`config.mk`:
```
export PLATFORM = sky130hd
export DESIGN_NAME = keyed_trust_table_with_aging_top
export DESIGN_NICKNAME = d
export VERILOG_FILES = /design/src/rtl/ktt_pkg.sv /design/src/rtl/ktt_ctrl.sv /design/src/rtl/ktt_dp.sv /design/src/rtl/keyed_trust_table_with_aging_top.sv
export SDC_FILE = /design/constraint.sdc
export NUM_CORES = 2
export LEC_CHECK = 0
export BUFFER_PORTS_ARGS = -buffer_cell sky130_fd_sc_hd__buf_2
export CORE_MARGIN = 2
export CORE_UTILIZATION = 30
export DETAILED_ROUTE_END_ITERATION = 7
export PLACE_DENSITY = 0.55
export SYNTH_ARGS = -nofsm -noshare
export SYNTH_HDL_FRONTEND = slang
export SYNTH_SLANG_ARGS = --single-unit
```
`constraint.sdc`:
```
create_clock -name clk -period 16 [get_ports clk]
set_clock_uncertainty 0.05 [all_clocks]
set_input_delay 1.6 -clock clk [delete_from_list [all_inputs] [get_ports clk]]
set_output_delay 1.6 -clock clk [all_outputs]
set_load 0.03 [all_outputs]
```
`src/rtl/ktt_pkg.sv`:
```
// Shared types and constants for the keyed trust table.
// Used by ktt_ctrl, ktt_dp and keyed_trust_table_with_aging_top; no dependencies.
package ktt_pkg;

  localparam int TABLE_DEPTH_DEF = 16;
  localparam int KEY_BITS_DEF    = 48;

  localparam int ADDR_BITS  = 48;
  localparam int TRUST_BITS = 31;
  localparam int TICK_BITS  = 48;
  localparam int OP_BITS    = 3;
  localparam int ST_BITS    = 3;
  localparam int PCNT_BITS  = 5;

  localparam int IN_TDATA_BITS  = 136;
  localparam int OUT_TDATA_BITS = 88;

  localparam int CFG_ADDR_BITS = 3;
  localparam int CFG_DATA_BITS = 64;
  localparam logic [CFG_ADDR_BITS-1:0] REG_LIFETIME = 3'd0;

  typedef enum logic [OP_BITS-1:0] {
    OP_ADD           = 3'd0,
    OP_REMOVE        = 3'd1,
    OP_UPDATE        = 3'd2,
    OP_LOOKUP        = 3'd3,
    OP_ADD_OR_UPDATE = 3'd4,
    OP_PURGE         = 3'd5
  } op_t;

  typedef enum logic [ST_BITS-1:0] {
    ST_OK         = 3'd0,
    ST_NEG_TRUST  = 3'd1,
    ST_KEY_EXISTS = 3'd2,
    ST_KEY_ABSENT = 3'd3,
    ST_TABLE_FULL = 3'd4
  } status_t;

  typedef enum logic [1:0] {
    S_CLEAR = 2'd0,
    S_IDLE  = 2'd1,
    S_SCAN  = 2'd2,
    S_EXEC  = 2'd3
  } state_t;

  // Commands from the controller to the datapath.
  typedef struct packed {
    logic clear_wr;
    logic load;
    logic scan;
    logic exec;
  } ktt_cmd_t;

  // Status from the datapath to the controller.
  typedef struct packed {
    logic clear_done;
    logic scan_done;
    logic out_busy;
  } ktt_sts_t;

endpackage

```
`src/rtl/ktt_ctrl.sv`:
```
// Controller state machine of the keyed trust table.
// Depends on ktt_pkg; drives the command struct of ktt_dp.
module ktt_ctrl (
  input  logic                clk,
  input  logic                rst_n,
  input  logic                in_tvalid,
  output logic                in_tready,
  input  ktt_pkg::ktt_sts_t   sts,
  output ktt_pkg::ktt_cmd_t   cmd
);
  import ktt_pkg::*;

  state_t state_r;
  state_t state_nxt;

  always_ff @(posedge clk) begin
    if (!rst_n) begin
      state_r <= S_CLEAR;
    end else begin
      state_r <= state_nxt;
    end
  end

  always_comb begin
    state_nxt = state_r;
    case (state_r)
      S_CLEAR: begin
        if (sts.clear_done) state_nxt = S_IDLE;
      end
      S_IDLE: begin
        if (in_tvalid) state_nxt = S_SCAN;
      end
      S_SCAN: begin
        if (sts.scan_done) state_nxt = S_EXEC;
      end
      S_EXEC: begin
        if (!sts.out_busy) state_nxt = S_IDLE;
      end
      default: begin
        state_nxt = S_CLEAR;
      end
    endcase
  end

  always_comb begin
    in_tready    = 1'b0;
    cmd          = '0;
    case (state_r)
      S_CLEAR: begin
        cmd.clear_wr = 1'b1;
      end
      S_IDLE: begin
        in_tready = 1'b1;
        cmd.load  = in_tvalid;
      end
      S_SCAN: begin
        cmd.scan = 1'b1;
      end
      S_EXEC: begin
        cmd.exec = !sts.out_busy;
      end
      default: begin
        cmd = '0;
      end
    endcase
  end

endmodule

```
`src/rtl/ktt_dp.sv`:
```
// Datapath of the keyed trust table: entry memory, scan counter, match and
// free-slot capture, purge aging check and the result register. Depends on ktt_pkg.
module ktt_dp #(
  parameter int TABLE_DEPTH = ktt_pkg::TABLE_DEPTH_DEF,
  parameter int KEY_BITS    = ktt_pkg::KEY_BITS_DEF
) (
  input  logic                                clk,
  input  logic                                rst_n,
  input  ktt_pkg::ktt_cmd_t                   cmd,
  output ktt_pkg::ktt_sts_t                   sts,
  input  logic [ktt_pkg::OP_BITS-1:0]         opcode,
  input  logic [ktt_pkg::ADDR_BITS-1:0]       entry_key,
  input  logic signed [ktt_pkg::TRUST_BITS:0] trust_in,
  input  logic [ktt_pkg::TICK_BITS-1:0]       now_ticks,
  input  logic [ktt_pkg::TICK_BITS-1:0]       lifetime,
  output logic                                out_tvalid,
  input  logic                                out_tready,
  output logic [ktt_pkg::ST_BITS-1:0]         status,
  output logic [ktt_pkg::TRUST_BITS-1:0]      trust_out,
  output logic [ktt_pkg::TICK_BITS-1:0]       stamp_out,
  output logic [ktt_pkg::PCNT_BITS-1:0]       purged_count
);
  import ktt_pkg::*;

  localparam int IW = $clog2(TABLE_DEPTH);
  localparam int CW = $clog2(TABLE_DEPTH + 1);
  localparam int KW = (KEY_BITS < ADDR_BITS) ? KEY_BITS : ADDR_BITS;

  typedef struct packed {
    logic                  vld;
    logic [KW-1:0]         key;
    logic [TRUST_BITS-1:0] trust;
    logic [TICK_BITS-1:0]  stamp;
  } row_t;

  // Request registers.
  op_t                   op_r;
  logic [KW-1:0]         key_r;
  logic [TRUST_BITS-1:0] trust_r;
  logic                  neg_r;
  logic [TICK_BITS-1:0]  now_r;

  // Scan state.
  logic [CW-1:0] cnt_r, cnt_nxt;
  logic          cnt_end;
  logic [IW-1:0] rd_idx_r;
  logic          rd_vld_r;
  row_t          rd_row_r;
  row_t          mem_r [TABLE_DEPTH];

  logic                  hit_r, free_r;
  logic [IW-1:0]         hit_idx_r, free_idx_r;
  logic [TRUST_BITS-1:0] found_trust_r;
  logic [TICK_BITS-1:0]  found_stamp_r;
  logic [CW-1:0]         pcnt_r;

  // Result register.
  logic                  out_valid_r;
  status_t               out_status_r;
  logic [TRUST_BITS-1:0] out_trust_r;
  logic [TICK_BITS-1:0]  out_stamp_r;
  logic [PCNT_BITS-1:0]  out_pcnt_r;

  logic          expired, purge_hit, key_hit, free_hit;
  logic          mem_we;
  logic [IW-1:0] mem_addr;
  row_t          mem_row;

  logic                  ex_we, ex_vld;
  logic [IW-1:0]         ex_idx;
  status_t               ex_status;
  logic [TRUST_BITS-1:0] ex_trust;
  logic [TICK_BITS-1:0]  ex_stamp;
  logic [PCNT_BITS-1:0]  ex_pcnt;
  logic [CW+PCNT_BITS-1:0] pcnt_wide;

  assign cnt_end = (cnt_r == CW'(TABLE_DEPTH));

  always_comb begin
    cnt_nxt = cnt_r;
    if (cmd.load) begin
      cnt_nxt = '0;
    end else if ((cmd.clear_wr || cmd.scan) && !cnt_end) begin
      cnt_nxt = cnt_r + 1'b1;
    end
  end

  always_ff @(posedge clk) begin
    if (!rst_n) begin
      cnt_r    <= '0;
      rd_vld_r <= 1'b0;
    end else begin
      cnt_r    <= cnt_nxt;
      rd_vld_r <= cmd.scan && !cnt_end;
    end
  end

  always_ff @(posedge clk) begin
    if (cmd.load) begin
      op_r    <= op_t'(opcode);
      key_r   <= entry_key[KW-1:0];
      trust_r <= trust_in[TRUST_BITS-1:0];
      neg_r   <= trust_in[TRUST_BITS];
      now_r   <= now_ticks;
    end
  end

  // Entry memory: one write port, one registered read port.
  always_ff @(posedge clk) begin
    if (mem_we) begin
      mem_r[mem_addr] <= mem_row;
    end
    rd_row_r <= mem_r[cnt_r[IW-1:0]];
    rd_idx_r <= cnt_r[IW-1:0];
  end

  // Age beyond lifetime, with a stamp in the future counting as age zero.
  assign expired   = {1'b0, now_r} > ({1'b0, rd_row_r.stamp} + {1'b0, lifetime});
  assign purge_hit = cmd.scan && rd_vld_r && rd_row_r.vld && (op_r == OP_PURGE) && expired;
  assign key_hit   = rd_vld_r && rd_row_r.vld && (rd_row_r.key == key_r);
  assign free_hit  = rd_vld_r && !rd_row_r.vld;

  always_ff @(posedge clk) begin
    if (!rst_n) begin
      hit_r  <= 1'b0;
      free_r <= 1'b0;
      pcnt_r <= '0;
    end else if (cmd.load) begin
      hit_r  <= 1'b0;
      free_r <= 1'b0;
      pcnt_r <= '0;
    end else if (cmd.scan) begin
      if (key_hit) begin
        hit_r <= 1'b1;
      end
      if (free_hit && !free_r) begin
        free_r <= 1'b1;
      end
      if (purge_hit) begin
        pcnt_r <= pcnt_r + 1'b1;
      end
    end
  end

  always_ff @(posedge clk) begin
    if (cmd.scan && key_hit) begin
      hit_idx_r     <= rd_idx_r;
      found_trust_r <= rd_row_r.trust;
      found_stamp_r <= rd_row_r.stamp;
    end
    if (cmd.scan && free_hit && !free_r) begin
      free_idx_r <= rd_idx_r;
    end
  end

  assign pcnt_wide = {{PCNT_BITS{1'b0}}, pcnt_r};

  // Outcome of the request once the scan is complete.
  always_comb begin
    ex_we     = 1'b0;
    ex_vld    = 1'b1;
    ex_idx    = hit_idx_r;
    ex_status = ST_OK;
    ex_trust  = '0;
    ex_stamp  = '0;
    ex_pcnt   = '0;
    case (op_r)
      OP_ADD: begin
        if (neg_r) begin
          ex_status = ST_NEG_TRUST;
        end else if (hit_r) begin
          ex_status = ST_KEY_EXISTS;
        end else if (!free_r) begin
          ex_status = ST_TABLE_FULL;
        end else begin
          ex_we  = 1'b1;
          ex_idx = free_idx_r;
        end
      end
      OP_REMOVE: begin
        if (!hit_r) begin
          ex_status = ST_KEY_ABSENT;
        end else begin
          ex_we  = 1'b1;
          ex_vld = 1'b0;
        end
      end
      OP_UPDATE: begin
        if (neg_r) begin
          ex_status = ST_NEG_TRUST;
        end else if (!hit_r) begin
          ex_status = ST_KEY_ABSENT;
        end else begin
          ex_we = 1'b1;
        end
      end
      OP_LOOKUP: begin
        if (!hit_r) begin
          ex_status = ST_KEY_ABSENT;
        end else begin
          ex_trust = found_trust_r;
          ex_stamp = found_stamp_r;
        end
      end
      OP_ADD_OR_UPDATE: begin
        if (neg_r) begin
          ex_status = ST_NEG_TRUST;
        end else if (hit_r) begin
          ex_we = 1'b1;
        end else if (free_r) begin
          ex_we  = 1'b1;
          ex_idx = free_idx_r;
        end else begin
          ex_status = ST_TABLE_FULL;
        end
      end
      OP_PURGE: begin
        ex_pcnt = pcnt_wide[PCNT_BITS-1:0];
      end
      default: begin
        ex_status = ST_OK;
      end
    endcase
  end

  // Write port: clearing pass, purge invalidation during the scan, or the final write.
  always_comb begin
    mem_we   = 1'b0;
    mem_addr = cnt_r[IW-1:0];
    mem_row  = '0;
    if (cmd.clear_wr && !cnt_end) begin
      mem_we = 1'b1;
    end else if (purge_hit) begin
      mem_we   = 1'b1;
      mem_addr = rd_idx_r;
    end else if (cmd.exec && ex_we) begin
      mem_we        = 1'b1;
      mem_addr      = ex_idx;
      mem_row.vld   = ex_vld;
      mem_row.key   = key_r;
      mem_row.trust = trust_r;
      mem_row.stamp = now_r;
    end
  end

  always_ff @(posedge clk) begin
    if (!rst_n) begin
      out_valid_r <= 1'b0;
    end else if (cmd.exec) begin
      out_valid_r <= 1'b1;
    end else if (out_tready) begin
      out_valid_r <= 1'b0;
    end
  end

  always_ff @(posedge clk) begin
    if (cmd.exec) begin
      out_status_r <= ex_status;
      out_trust_r  <= ex_trust;
      out_stamp_r  <= ex_stamp;
      out_pcnt_r   <= ex_pcnt;
    end
  end

  assign sts.clear_done = cnt_end;
  assign sts.scan_done  = cnt_end && !rd_vld_r;
  assign sts.out_busy   = out_valid_r && !out_tready;

  assign out_tvalid   = out_valid_r;
  assign status       = out_status_r;
  assign trust_out    = out_trust_r;
  assign stamp_out    = out_stamp_r;
  assign purged_count = out_pcnt_r;

endmodule

```
`src/rtl/keyed_trust_table_with_aging_top.sv`:
```
// Top level of the keyed trust table with entry aging: streaming ports,
// lifetime register on the APB-style port, controller and datapath.
// Depends on ktt_pkg, ktt_ctrl and ktt_dp.
//
//  Channel  Direction  Handshake            Contents
//  in_      request    in_tvalid/in_tready  opcode, entry_key, trust_in, now_ticks
//  out_     result     out_tvalid/out_tready status, trust_out, stamp_out, purged_count
//  cfg_     register   psel/penable/pwrite  entry_lifetime at byte address 0
//
// A request is swept through the entry memory via its registered read port in S_SCAN,
// then written back and its result registered in S_EXEC. A new request is taken
// only after the previous one has left S_EXEC. After reset a clearing pass of the
// entry memory holds in_tready low. A request is taken while the
// previous result waits; the block stalls only when a second result is ready
// before the first has been taken.
module keyed_trust_table_with_aging_top #(
  parameter int TABLE_DEPTH = ktt_pkg::TABLE_DEPTH_DEF,
  parameter int KEY_BITS    = ktt_pkg::KEY_BITS_DEF
) (
  input  logic                                clk,
  input  logic                                rst_n,
  // Request: [2:0] opcode, [50:3] entry_key, [82:51] trust_in,
  // [130:83] now_ticks, [135:131] zero.
  input  logic                                in_tvalid,
  output logic                                in_tready,
  input  logic [ktt_pkg::IN_TDATA_BITS-1:0]   in_tdata,
  // Result: [2:0] status, [33:3] trust_out, [81:34] stamp_out,
  // [86:82] purged_count, [87] zero.
  output logic                                out_tvalid,
  input  logic                                out_tready,
  output logic [ktt_pkg::OUT_TDATA_BITS-1:0]  out_tdata,
  input  logic                                cfg_psel,
  input  logic                                cfg_penable,
  input  logic                                cfg_pwrite,
  input  logic [ktt_pkg::CFG_ADDR_BITS-1:0]   cfg_paddr,
  input  logic [ktt_pkg::CFG_DATA_BITS-1:0]   cfg_pwdata,
  output logic [ktt_pkg::CFG_DATA_BITS-1:0]   cfg_prdata,
  output logic                                cfg_pready
);
  import ktt_pkg::*;

  ktt_cmd_t cmd;
  ktt_sts_t sts;

  logic [TICK_BITS-1:0]  lifetime_r;
  logic [ST_BITS-1:0]    res_status;
  logic [TRUST_BITS-1:0] res_trust;
  logic [TICK_BITS-1:0]  res_stamp;
  logic [PCNT_BITS-1:0]  res_pcnt;

  // The lifetime register resets to its largest value, so purge removes nothing
  // until software lowers it. Writes to any other address are dropped.
  assign cfg_pready = 1'b1;

  always_ff @(posedge clk) begin
    if (!rst_n) begin
      lifetime_r <= '1;
    end else if (cfg_psel && cfg_penable && cfg_pwrite && cfg_pready &&
                 (cfg_paddr == REG_LIFETIME)) begin
      lifetime_r <= cfg_pwdata[TICK_BITS-1:0];
    end
  end

  always_comb begin
    cfg_prdata = '0;
    if (cfg_paddr == REG_LIFETIME) begin
      cfg_prdata = {{(CFG_DATA_BITS-TICK_BITS){1'b0}}, lifetime_r};
    end
  end

  ktt_ctrl u_ctrl (
    .clk       (clk),
    .rst_n     (rst_n),
    .in_tvalid (in_tvalid),
    .in_tready (in_tready),
    .sts       (sts),
    .cmd       (cmd)
  );

  ktt_dp #(
    .TABLE_DEPTH (TABLE_DEPTH),
    .KEY_BITS    (KEY_BITS)
  ) u_dp (
    .clk          (clk),
    .rst_n        (rst_n),
    .cmd          (cmd),
    .sts          (sts),
    .opcode       (in_tdata[2:0]),
    .entry_key    (in_tdata[50:3]),
    .trust_in     (in_tdata[82:51]),
    .now_ticks    (in_tdata[130:83]),
    .lifetime     (lifetime_r),
    .out_tvalid   (out_tvalid),
    .out_tready   (out_tready),
    .status       (res_status),
    .trust_out    (res_trust),
    .stamp_out    (res_stamp),
    .purged_count (res_pcnt)
  );

  assign out_tdata = {1'b0, res_pcnt, res_stamp, res_trust, res_status};

`ifndef SYNTH
  // A result is only written into a free or just-drained output register.
  a_no_overwrite: assert property (@(posedge clk) disable iff (!rst_n)
    cmd.exec |-> !(out_tvalid && !out_tready))
    else $error("result register overwritten while its result was pending");

  // A result appears only after the controller finished a request.
  a_result_after_exec: assert property (@(posedge clk) disable iff (!rst_n)
    $rose(out_tvalid) |-> $past(cmd.exec))
    else $error("result appeared without a finished request");

  // An accepted request starts the table sweep in the next cycle.
  a_accept_scans: assert property (@(posedge clk) disable iff (!rst_n)
    (in_tvalid && in_tready) |=> cmd.scan)
    else $error("accepted request did not start a sweep");
`endif

endmodule
```
==> key figures <==
Outcome
  – Outcome: finished clean

Clock network
  – Cts bufs inserted: 270
  – Worst-path clk slew: 0.06 ns
  – CTS HTree Levels: 5
  – CTS Buffer Depth: 4
  – Post-CTS setup buffer count: 0
  – CTS resizes: 0
  – CTS sink cnt: 2549
  – Cts hold-fix bufs: 0
  – Clock latency on the worst-skew pair: 0.86 ns
  – CTS tree: done
  – CTS root buffer: clkbuf_16

Worst setup path
  – CP Launch Type: flop
  – CP Class: reg2reg
  – Buffer and inverter count on the worst path: 2
  – CP peak stage delay: 1.02 ns
  – Critical Path End Type: flop
  – WP data arrival: 10.51 ns
  – Crit path cell chain: ha_1 > nor2b_1 > o31a_1 > o41a_1 > o2111a_1 > or3b_1 > a31o_1 > a221o_1 > a221oi_4 > o21bai_1 > xnor2_1 > ha_1 > nand4_1 > nor4_1 > nand3_1 > nor2_1 > a2111oi_0 > o211ai_1 > nor3_4 > a211o_1 > nand2_1 > nor3_2 > buf_4 > buf_4
  – CP delay by family, top: compound AO/OA/AOI/OAI gates
  – Critical Path Slowest Stage Cell: nor3_2
  – Crit path max fanout: 43
  – CP Data Required Time: 16.37 ns

Yosys
  – Cells after Synth: 4503
  – Ys async rst share: 0%
  – Largest family of logic cells by synthesized area: multiplexers
  – Number of flops mapped to enable cells by yosys: 2353
  – Adder-Cell Fraction of Synth Area: 1.36%
  – #FFs+latches synth: 2549
  – Synth Warn #: 0
  – Post-Synth Simple-Gate Area: 3.54%
  – Post-Synth XOR/XNOR Area: 0.883%
  – Multiplexer share of the synthesized area: 14.9%
  – Netlist cell types: 66
  – Register area share after synthesis: 76.8%
  – Area fraction in compound gates after synthesis: 1.47%
  – Mapped cell area: 97200 sq um
  – Main flop type after synthesis: edfxtp_1
  – Post-synthesis area per instance: 21.6 sq um

Final layout
  – Fin cells: 9486
  – Commonest non-fill, non-tap cell in the layout: edfxtp_1
  – Nets: 5286
  – FF/Latch Area: 74600 sq um
  – Fillers: 29800
  – Area occupied by multi-input gates: 21800 sq um
  – Commonest cells after routing, fill and taps aside: edfxtp_1 (2353), mux4_2 (640), buf_2 (325)
  – Layout cells sized above 1: 28.3%
  – Synth-to-Final Area Change: 16.2%

Floorplan
  – Core ar.: 322000 sq um
  – Die width: 573 microns
  – Rows: 208
  – Initial core utilization: 30.2%
  – Die Ht: 573 microns
  – Die ar.: 328000 sq um
  – I/O pin count: 365

GRT
  – Largest net degree at the start of global routing: 156
  – Gr ovfl total: 0
  – Vias in the first global route: 48400
  – Initial antenna violation count: 32
  – Total GRT Usage: 14.9%
  – First-pass GRT wire length: 357000 microns

Pwr
  – Pleak: 40.1 nW
  – VDD IR max: 166 uV
  – PD cells: 166 nW/um^2

Timing
  – Tmin final: 10.13 ns
  – Max Fclk: 0.0987 GHz
  – RSZ-0062 raised after global routing: false
  – Slew HR: 15.1%
  – Setup TNS Final: 0 ns
  – Hold Vio Cnt, Final: 0
  – Worst Max-Slew Pin Slew: 1.27 ns
  – Final Slew Violations: 0
  – Final Cycle Share: 63.3%
  – Fin worst setup slack: 5.87 ns
  – Final setup fails: 0

Routing
  – Final WL: 251000 microns
  – 1st-iter DRT viols: 4369
  – Drt drc: 0
  – Vias per cell: 4.89
  – Vias: 46400
  – Routed WL per cell: 26.4 microns
  – DRT Pass-1 Iters: 8
  – Number of nets with antenna violations after routing: 0

Placement
  – Port bufs: 325
  – Dpl cells: 9004
  – Setup WS pre-CTS: 5.78 ns
  – Gpl congestion: 0.794
  – HPWL Detailed: 133000 microns

Hold path
  – Hold Crit Class: reg2reg

Job
  – Max_cap viols: 0
-- final cells by class --
class	count	share of cell area, %
Sequential cell	2549	66.1
Multi-Input combinational cell	1714	19.3
Clock buffer	350	6.47
Tap cell	4305	4.77
Timing Repair Buffer	416	2.13
Clock inverter	128	1.15
Inverter	20	0.0665
Antenna cell	4	0.00887
-- flip-flops by register name, indices dropped and copies added (netlist names), 2 cells and up --
name                cells
lifetime_r             48
u_ctrl.state_r          2
u_dp.cnt_r              5
u_dp.found_stamp_r     48
u_dp.found_trust_r     31
u_dp.free_idx_r         4
u_dp.hit_idx_r          4
u_dp.key_r             48
u_dp.mem_r           2048
u_dp.now_r             48
u_dp.op_r               3
u_dp.pcnt_r             5
u_dp.purged_count       5
u_dp.rd_idx_r           4
u_dp.rd_row_r         128
u_dp.stamp_out         48
u_dp.status             3
u_dp.trust_out         31
u_dp.trust_r           31
-- Yosys cell counts (7+ instances only) --
library cell,n,area share (%)
nor2b_1,10,0.064
a21o_1,37,0.29
nand2b_1,10,0.064
and2_1,139,0.89
nand4_1,26,0.17
nand2_1,132,0.51
ha_1,104,1.3
clkbuf_1,170,0.66
o211ai_1,7,0.054
edfxtp_1,2353,73
xnor2_1,51,0.46
inv_1,20,0.077
and3_1,137,0.88
nor3_1,16,0.082
nor4_1,11,0.071
nor2_1,55,0.21
dfxtp_1,196,4.0
o21bai_1,9,0.070
buf_1,45,0.17
a21oi_1,56,0.29
nor3b_1,9,0.070
mux2i_1,8,0.082
buf_4,18,0.14
o21ai_0,40,0.21
nand3_1,67,0.35
o21a_1,10,0.077
mux4_2,640,15
xor2_1,47,0.42
-- logic make-up after synthesis --
kind of cell    after synthesis
compound gates              212
simple gates                633
buf+inv                     256
fa+ha+maj                   105
xor+xnor                     98
mux                         648
other cells                   2
flops                      2549
-- per-stage QoR --
stage | hold slack [ns] | total power, W | util (%) | cell area (sq um)
floorplan | 0.279 | 0.0115 | - | 97300
global placement | 0.342 | 0.0128 | 32.4 | 104000
detailed placement | 0.342 | 0.0129 | 32.4 | 104000
CTS | 0.349 | 0.0191 | 35.1 | 113000
global route | 0.357 | 0.0196 | 35.1 | 113000
finish | 0.352 | 0.0188 | 35.1 | 113000
-- worst register-to-register path, stage by stage (launching register included) --
cell and delay, ns:
dfxtp_1 0.53, ha_1 0.35, nor2b_1 0.16, o31a_1 0.27, o41a_1 0.38, o2111a_1 0.34, or3b_1 0.50, a31o_1 0.33
a221o_1 0.39, a221oi_4 0.36, o21bai_1 0.15, xnor2_1 0.14, ha_1 0.29, nand4_1 0.16, nor4_1 0.09, nand3_1 0.09
nor2_1 0.05, a2111oi_0 0.37, o211ai_1 0.46, nor3_4 0.73, a211o_1 0.22, nand2_1 0.46, nor3_2 1.02, buf_4 0.91
buf_4 0.86
-- routing by layer --
layer	vias up	global-route usage (%)	wire (microns)
li1	19600	-	-
met1	25000	20.8	111000
met2	1452	24.5	121000
met3	340	2.47	14300
met4	8	3.10	4760
met5	-	0	46
-- where the power goes --
group          leakage [nW]  switching [W]  internal [W]  total (W)
Sequential             26.4       0.000310       0.00804    0.00835
Clock                  4.20        0.00259       0.00356    0.00615
Combinational          9.47        0.00235       0.00193    0.00429
Total                  40.1        0.00525        0.0135     0.0188
-- path summary, 6_finish.rpt --
check	startpoint	to	slack [ns]	depth (start not counted)
min	u_dp.rd_row_r[66]	u_dp.found_trust_r[18]	0.35	0
max reg2reg	u_dp.rd_row_r[2]	u_dp.mem_r[15][60]	5.87	24
max	u_dp.rd_row_r[2]	u_dp.mem_r[15][60]	5.87	24
min reg2reg	u_dp.rd_row_r[66]	u_dp.found_trust_r[18]	0.35	0
Power figures use the tool's default switching activity.
